**config.mk**
```make
export PLATFORM = sky130hd
export DESIGN_NAME = mhtq_ctrl
export DESIGN_NICKNAME = d
export VERILOG_FILES = /design/src/hw/rtl/mhtq_pkg.sv /design/src/hw/rtl/mhtq_ctrl.sv
export SDC_FILE = /design/constraint.sdc
export NUM_CORES = 1
export LEC_CHECK = 0
export BUFFER_PORTS_ARGS = -buffer_cell sky130_fd_sc_hd__buf_4
export CELL_PAD_IN_SITES_DETAIL_PLACEMENT = 2
export CELL_PAD_IN_SITES_GLOBAL_PLACEMENT = 2
export CORE_MARGIN = 5
export CORE_UTILIZATION = 25
export DETAILED_ROUTE_END_ITERATION = 6
export PLACE_DENSITY = 0.8
export SLEW_MARGIN = 10
export SYNTH_ARGS = -nofsm -noshare
export SYNTH_HDL_FRONTEND = slang
export SYNTH_SLANG_ARGS = --single-unit
export TNS_END_PERCENT = 50
```
**constraint.sdc**
```tcl
create_clock -name clk -period 1.7 [get_ports clk]
set_input_delay 0.085 -clock clk [delete_from_list [all_inputs] [get_ports clk]]
set_output_delay 0.085 -clock clk [all_outputs]
set_load 0.02 [all_outputs]
```
**src/hw/rtl/mhtq_pkg.sv**
```systemverilog
// Timer queue package: field widths, operation and status codes, heap entry type,
// controller state and command/status structs. No dependencies.
package mhtq_pkg;

	localparam int unsigned HEAP_CAPACITY_DEF = 64;
	localparam int unsigned ID_SPACE_DEF      = 1024;

	localparam int unsigned OP_W   = 3;
	localparam int unsigned ID_W   = 10;
	localparam int unsigned TMO_W  = 31;
	localparam int unsigned TIME_W = 48;
	localparam int unsigned STAT_W = 2;

	typedef enum logic [OP_W-1:0] {
		OP_ADD    = 3'd0,
		OP_ADJUST = 3'd1,
		OP_FIRE   = 3'd2,
		OP_EXPIRE = 3'd3,
		OP_CLEAR  = 3'd4
	} op_t;

	localparam logic [STAT_W-1:0] STAT_OK      = 2'd0;
	localparam logic [STAT_W-1:0] STAT_FULL    = 2'd1;
	localparam logic [STAT_W-1:0] STAT_UNKNOWN = 2'd2;

	typedef struct packed {
		logic [TIME_W-1:0] expiry;
		logic [ID_W-1:0]   owner;
	} entry_t;

	typedef enum logic [4:0] {
		S_IDLE, S_LOOK1, S_LOOK2, S_LOOK3,
		S_DN1, S_DN2, S_DN3, S_DNCMP,
		S_UP, S_UPCMP, S_FIN,
		S_CHKN, S_RDLAST, S_LAST2, S_POST,
		S_EXPCHK, S_EXPEMIT, S_EMIT
	} state_t;

	typedef enum logic [2:0] {RD_SLOT, RD_C1, RD_C2, RD_PAR, RD_LAST} rd_sel_t;
	typedef enum logic [1:0] {I_HOLD, I_SLOT, I_COUNT, I_ZERO} i_sel_t;
	typedef enum logic [1:0] {N_HOLD, N_CNT, N_INC, N_DEC} n_sel_t;
	typedef enum logic [1:0] {CNT_HOLD, CNT_INC, CNT_DEC, CNT_CLR} cnt_op_t;

	typedef struct packed {
		logic              ld_in;
		rd_sel_t           rd_sel;
		logic              ld_e_in;
		logic              ld_e_rd;
		i_sel_t            i_sel;
		n_sel_t            n_sel;
		cnt_op_t           cnt_op;
		logic              clr_moved;
		logic              ld_ch1;
		logic              ld_ch2;
		logic              mv_ch;
		logic              mv_par;
		logic              wr_e;
		logic              res_ld;
		logic [STAT_W-1:0] res_status;
		logic              res_fv;
		logic              fid_root;
		logic              out_ld;
		logic              out_last;
	} cmd_t;

	typedef struct packed {
		op_t  op;
		logic known;
		logic in_range;
		logic full;
		logic c1_ok;
		logic c2_ok;
		logic i_zero;
		logic e_lt_ch;
		logic par_lt_e;
		logic root_due;
		logic i_lt_n;
		logic moved;
		logic out_free;
	} sts_t;

endpackage

```
**src/hw/rtl/mhtq_ctrl.sv**
```systemverilog
// Timer queue controller: sequences lookup, sift down/up, pop and result issue.
// Depends on mhtq_pkg; drives mhtq_dp through cmd_t, reads sts_t.
module mhtq_ctrl (
	input  logic          clk,
	input  logic          arst_n,
	input  logic          in_valid,
	output logic          in_ready,
	input  mhtq_pkg::sts_t sts,
	output mhtq_pkg::cmd_t cmd
);
	import mhtq_pkg::*;

	state_t state_q, state_d;

	always_ff @(posedge clk or negedge arst_n) begin
		if (!arst_n) begin
			state_q <= S_IDLE;
		end else begin
			state_q <= state_d;
		end
	end

	always_comb begin
		state_d = state_q;
		case (state_q)
			S_IDLE: begin
				if (in_valid) state_d = S_LOOK1;
			end
			S_LOOK1: state_d = S_LOOK2;
			S_LOOK2: state_d = S_LOOK3;
			S_LOOK3: begin
				case (sts.op)
					OP_ADD: begin
						if (sts.known) state_d = S_DN1;
						else if (!sts.in_range || sts.full) state_d = S_EMIT;
						else state_d = S_DN1;
					end
					OP_ADJUST: begin
						if (sts.known) state_d = S_DN1;
						else state_d = S_EMIT;
					end
					OP_FIRE: begin
						if (sts.known) state_d = S_CHKN;
						else state_d = S_EMIT;
					end
					OP_EXPIRE: state_d = S_EXPCHK;
					default:   state_d = S_EMIT;
				endcase
			end
			S_EXPCHK: state_d = sts.root_due ? S_CHKN : S_EMIT;
			S_CHKN:   state_d = sts.i_lt_n ? S_RDLAST : S_POST;
			S_RDLAST: state_d = S_LAST2;
			S_LAST2:  state_d = S_DN1;
			S_DN1: begin
				if (sts.c1_ok) state_d = S_DN2;
				else state_d = sts.moved ? S_FIN : S_UP;
			end
			S_DN2: state_d = sts.c2_ok ? S_DN3 : S_DNCMP;
			S_DN3: state_d = S_DNCMP;
			S_DNCMP: begin
				if (sts.e_lt_ch) state_d = sts.moved ? S_FIN : S_UP;
				else state_d = S_DN1;
			end
			S_UP:    state_d = sts.i_zero ? S_FIN : S_UPCMP;
			S_UPCMP: state_d = sts.par_lt_e ? S_FIN : S_UP;
			S_FIN:   state_d = S_POST;
			S_POST:  state_d = (sts.op == OP_EXPIRE) ? S_EXPEMIT : S_EMIT;
			S_EXPEMIT: begin
				if (sts.out_free) state_d = sts.root_due ? S_EXPCHK : S_IDLE;
			end
			S_EMIT: begin
				if (sts.out_free) state_d = S_IDLE;
			end
			default: state_d = S_IDLE;
		endcase
	end

	always_comb begin
		cmd = '0;
		cmd.rd_sel = RD_SLOT;
		cmd.i_sel = I_HOLD;
		cmd.n_sel = N_HOLD;
		cmd.cnt_op = CNT_HOLD;
		cmd.res_status = STAT_OK;
		in_ready = 1'b0;
		case (state_q)
			S_IDLE: begin
				in_ready = 1'b1;
				cmd.ld_in = in_valid;
			end
			S_LOOK2: cmd.rd_sel = RD_SLOT;
			S_LOOK3: begin
				cmd.res_ld = 1'b1;
				case (sts.op)
					OP_ADD: begin
						if (sts.known) begin
							cmd.ld_e_in = 1'b1;
							cmd.i_sel = I_SLOT;
							cmd.n_sel = N_CNT;
							cmd.clr_moved = 1'b1;
						end else if (!sts.in_range) begin
							cmd.res_status = STAT_UNKNOWN;
						end else if (sts.full) begin
							cmd.res_status = STAT_FULL;
						end else begin
							cmd.ld_e_in = 1'b1;
							cmd.i_sel = I_COUNT;
							cmd.n_sel = N_INC;
							cmd.cnt_op = CNT_INC;
							cmd.clr_moved = 1'b1;
						end
					end
					OP_ADJUST: begin
						if (sts.known) begin
							cmd.ld_e_in = 1'b1;
							cmd.i_sel = I_SLOT;
							cmd.n_sel = N_CNT;
							cmd.clr_moved = 1'b1;
						end else begin
							cmd.res_status = STAT_UNKNOWN;
						end
					end
					OP_FIRE: begin
						if (sts.known) begin
							cmd.i_sel = I_SLOT;
							cmd.n_sel = N_DEC;
							cmd.cnt_op = CNT_DEC;
							cmd.res_fv = 1'b1;
						end else begin
							cmd.res_status = STAT_UNKNOWN;
						end
					end
					OP_CLEAR: cmd.cnt_op = CNT_CLR;
					default: ;
				endcase
			end
			S_EXPCHK: begin
				cmd.res_ld = 1'b1;
				if (sts.root_due) begin
					cmd.i_sel = I_ZERO;
					cmd.n_sel = N_DEC;
					cmd.cnt_op = CNT_DEC;
					cmd.res_fv = 1'b1;
					cmd.fid_root = 1'b1;
				end
			end
			S_RDLAST: cmd.rd_sel = RD_LAST;
			S_LAST2: begin
				cmd.ld_e_rd = 1'b1;
				cmd.clr_moved = 1'b1;
			end
			S_DN1: cmd.rd_sel = RD_C1;
			S_DN2: begin
				cmd.ld_ch1 = 1'b1;
				cmd.rd_sel = RD_C2;
			end
			S_DN3:   cmd.ld_ch2 = 1'b1;
			S_DNCMP: cmd.mv_ch = !sts.e_lt_ch;
			S_UP:    cmd.rd_sel = RD_PAR;
			S_UPCMP: cmd.mv_par = !sts.par_lt_e;
			S_FIN:   cmd.wr_e = 1'b1;
			S_EXPEMIT: begin
				cmd.out_ld = sts.out_free;
				cmd.out_last = !sts.root_due;
			end
			S_EMIT: begin
				cmd.out_ld = sts.out_free;
				cmd.out_last = 1'b1;
			end
			default: ;
		endcase
	end

endmodule

```
==> results.py <==
metrics = {
    "run_status": {
        "run_status": "finished with violations",
        "violations": "setup timing",
    },
    "logic_synthesis": {
        "yosysSeqAreaShare_pct": 12.9,
        "async_reset_ff_share_pct": 100,
        "avgSynthCellArea_sq_um": 7.49,
        "synth_edf_count": 0,
        "synth.ff_latch_count": 5,
        "yosysTopAreaCell": "dfrtp_1",
        "synth_cells": 130,
        "synth_cell_types": 53,
        "synth_area_leaders": "dfrtp_1, nor2_1, a2bb2oi_1, nand2b_1, nor3_1",
        "synth_area_sq_um": 973,
        "synth_fp_nets": 148,
        "yosys_warnings": 0,
        "netlist.area_leader.share_pct": 12.9,
        "synth_ff_type": "dfrtp_1",
    },
    "floorplan": {
        "start_util_pct": 26.2,
        "fp-row-count": 22,
        "die-area_sq_um": 5240,
        "die_h_microns": 72.4,
        "fp.coreArea_sq_um": 3720,
        "pin_count": 44,
        "die_w_microns": 72.4,
    },
    "critical_path": {
        "path_cells": "inv_2 > nand4_4 > or4_4 > o21ai_2 > buf_6",
        "path_class": "reg -> out",
        "path_max_fanout": 6,
        "path_buf_inv": 2,
        "worstPathRequired_ns": 1.62,
        "slowest_stage": "or4_4",
        "end_kind": "primary output",
        "cp-start-kind": "register",
        "critPathMaxStageDelay_ns": 0.57,
        "arrival_ns": 1.74,
        "crit_family": "simple AND/OR/NAND/NOR gates",
    },
    "placed_design": {
        "place_ws_ns": 0.0153,
        "place.gp.congestion": 0.896,
        "place_area_sq_um": 1460,
        "hpwl_microns": 3890,
        "port_buffers": 43,
    },
    "sta": {
        "grt_setup_unrepaired": "true",
        "timing.final.crit_share_pct": 107,
        "setup_tns_ns": -0.675,
        "drv_slew": 0,
        "fin_crit_ns": 1.83,
        "fin_ws_ns": -0.127,
        "hold_violations": 0,
        "fin_skew_ns": 0.00447,
        "tightest_slew_ns": 0.334,
        "setup_violations": 11,
        "hold-worst-slack_ns": 0.170,
        "timing.fmax_mhz": 547,
        "slew_headroom_pct": 77.5,
    },
    "detailed_routing": {
        "wl_met2_microns": 2800,
        "wl_met3_microns": 396,
        "drc": 0,
        "dr.pass1.iters": 4,
        "vias_per_cell": 5.65,
        "routed_wl_microns": 5730,
        "wire_per_inst_microns": 23.3,
        "dr.max_layer_used": "met4",
        "wl_met1_microns": 2360,
        "drt_iter0_markers": 80,
        "postRouteAntennaNets": 0,
        "vias": 1389,
    },
    "clocking": {
        "insertion_delay_ns": 0.23,
        "cts_tree": "done",
        "clk_path_buf_depth": 2,
        "htreeDepth": 1,
        "cts_sinks": 5,
        "cts_root_buffer": "clkbuf_8",
        "clk_pin_slew_ns": 0.04,
        "cts_inserted_buffers": 3,
    },
    "power": {
        "powerDensity_nw_per_um2": 1690,
        "vdd_drop_max_mv": 0.636,
        "p_leak_nw": 0.742,
    },
    "layout": {
        "final_core_util_pct": 46.8,
        "antenna_cells": 0,
        "regMostFlops": "state_q",
        "final_cell_mix": "buf_4, buf_6, nor2_1",
        "layout-drive-gt1-share_pct": 59.1,
        "largest_register_ffs": 5,
        "fin_nets": 217,
        "layout_commonest_cell": "buf_4",
        "design_area_sq_um": 1740,
        "biggestRegsByFlops": "state_q (5)",
        "areaGrowthSynthToFinish_pct": 78.8,
    },
    "global_routing": {
        "antenna_found_initial": 0,
        "overflow": 0,
        "grt_pass1_vias": 1550,
        "gr-usage-all-layers_pct": 22.0,
        "grt_pass1_wl_microns": 8730,
        "grt_max_degree": 12,
    },
    "hold_path": {
        "worstHoldPathType": "in -> reg",
    },
    "job": {
        "maxCapViolations": 0,
    },
}
-- worst paths after layout --
check / depth (start not counted) / slack [ns] / startpoint / endpoint
worst min-delay path: 2 / 0.17 / sts[0] / state_q[4]
worst min register to register: 3 / 0.81 / state_q[3] / state_q[4]
min in group asynchronous: 2 / 0.19 / arst_n / state_q[3]
max in group asynchronous: 2 / 1.37 / arst_n / state_q[4]
worst max-delay path: 5 / -0.13 / state_q[2] / cmd[13]
worst max register to register: 5 / -0.04 / state_q[3] / state_q[2]
-- stage by stage --
stage | total power [mW] | std cells
after global placement | 2.15 | 234
after floorplan | 1.50 | 130
after detailed placement | 2.23 | 234
after global routing | 3.13 | 246
final | 2.94 | 246
after CTS | 2.73 | 244
-- routing by layer --
metal  up-vias  track usage, %
li1        626               -
met5         -               0
met3        19            5.12
met1       692            27.7
met2        52            35.9
met4         0            9.02
-- cell families after synthesis --
family	share of synthesized area, %
AND/OR/NAND/NOR	45.2
buffers and inverters	10.3
XOR/XNOR	0.900
AO/OA/AOI/OAI	30.7
flip-flops	12.9
-- cells in the mapped netlist, types with 3 or more instances --
| master | count |
|---|---|
| buf_4 | 3 |
| a2bb2oi_1 | 5 |
| a21oi_1 | 5 |
| o22ai_1 | 3 |
| nor3_1 | 7 |
| nand2b_1 | 7 |
| buf_6 | 3 |
| nand3_1 | 5 |
| and3_1 | 3 |
| nor2b_1 | 4 |
| o21ai_0 | 5 |
| buf_2 | 5 |
| dfrtp_1 | 5 |
| inv_1 | 5 |
| nand4_1 | 3 |
| nand2_1 | 6 |
| nor2_1 | 12 |
-- timing repair --
action / CTS / global route
setup endpoints to repair: 25 / 25
endpoints found under the hold margin: 5 / 0
buffers inserted: 5 / 2
pin swaps: 0 / 4
gates resized for setup: 25 / 20
gates cloned: 0 / 0
hold buffers: 1 / 0
-- power breakdown --
part           switching, mW  total, mW  internal [mW]
Clock                 0.0780      0.237          0.159
Combinational           1.29       2.40           1.11
Sequential             0.111      0.300          0.189
-- cell type report --
| type | count | area (sq um) |
|---|---|---|
| clock buffer | 3 | 41.3 |
| tap | 48 | 60.1 |
| sequential | 5 | 131 |
| fill | 420 | 1980 |
| clock inverter | 1 | 5.00 |
| multi-input combinational | 109 | 866 |
| timing repair buffer | 75 | 618 |
| inverter | 5 | 18.8 |
(Power assumes the default switching activity.)
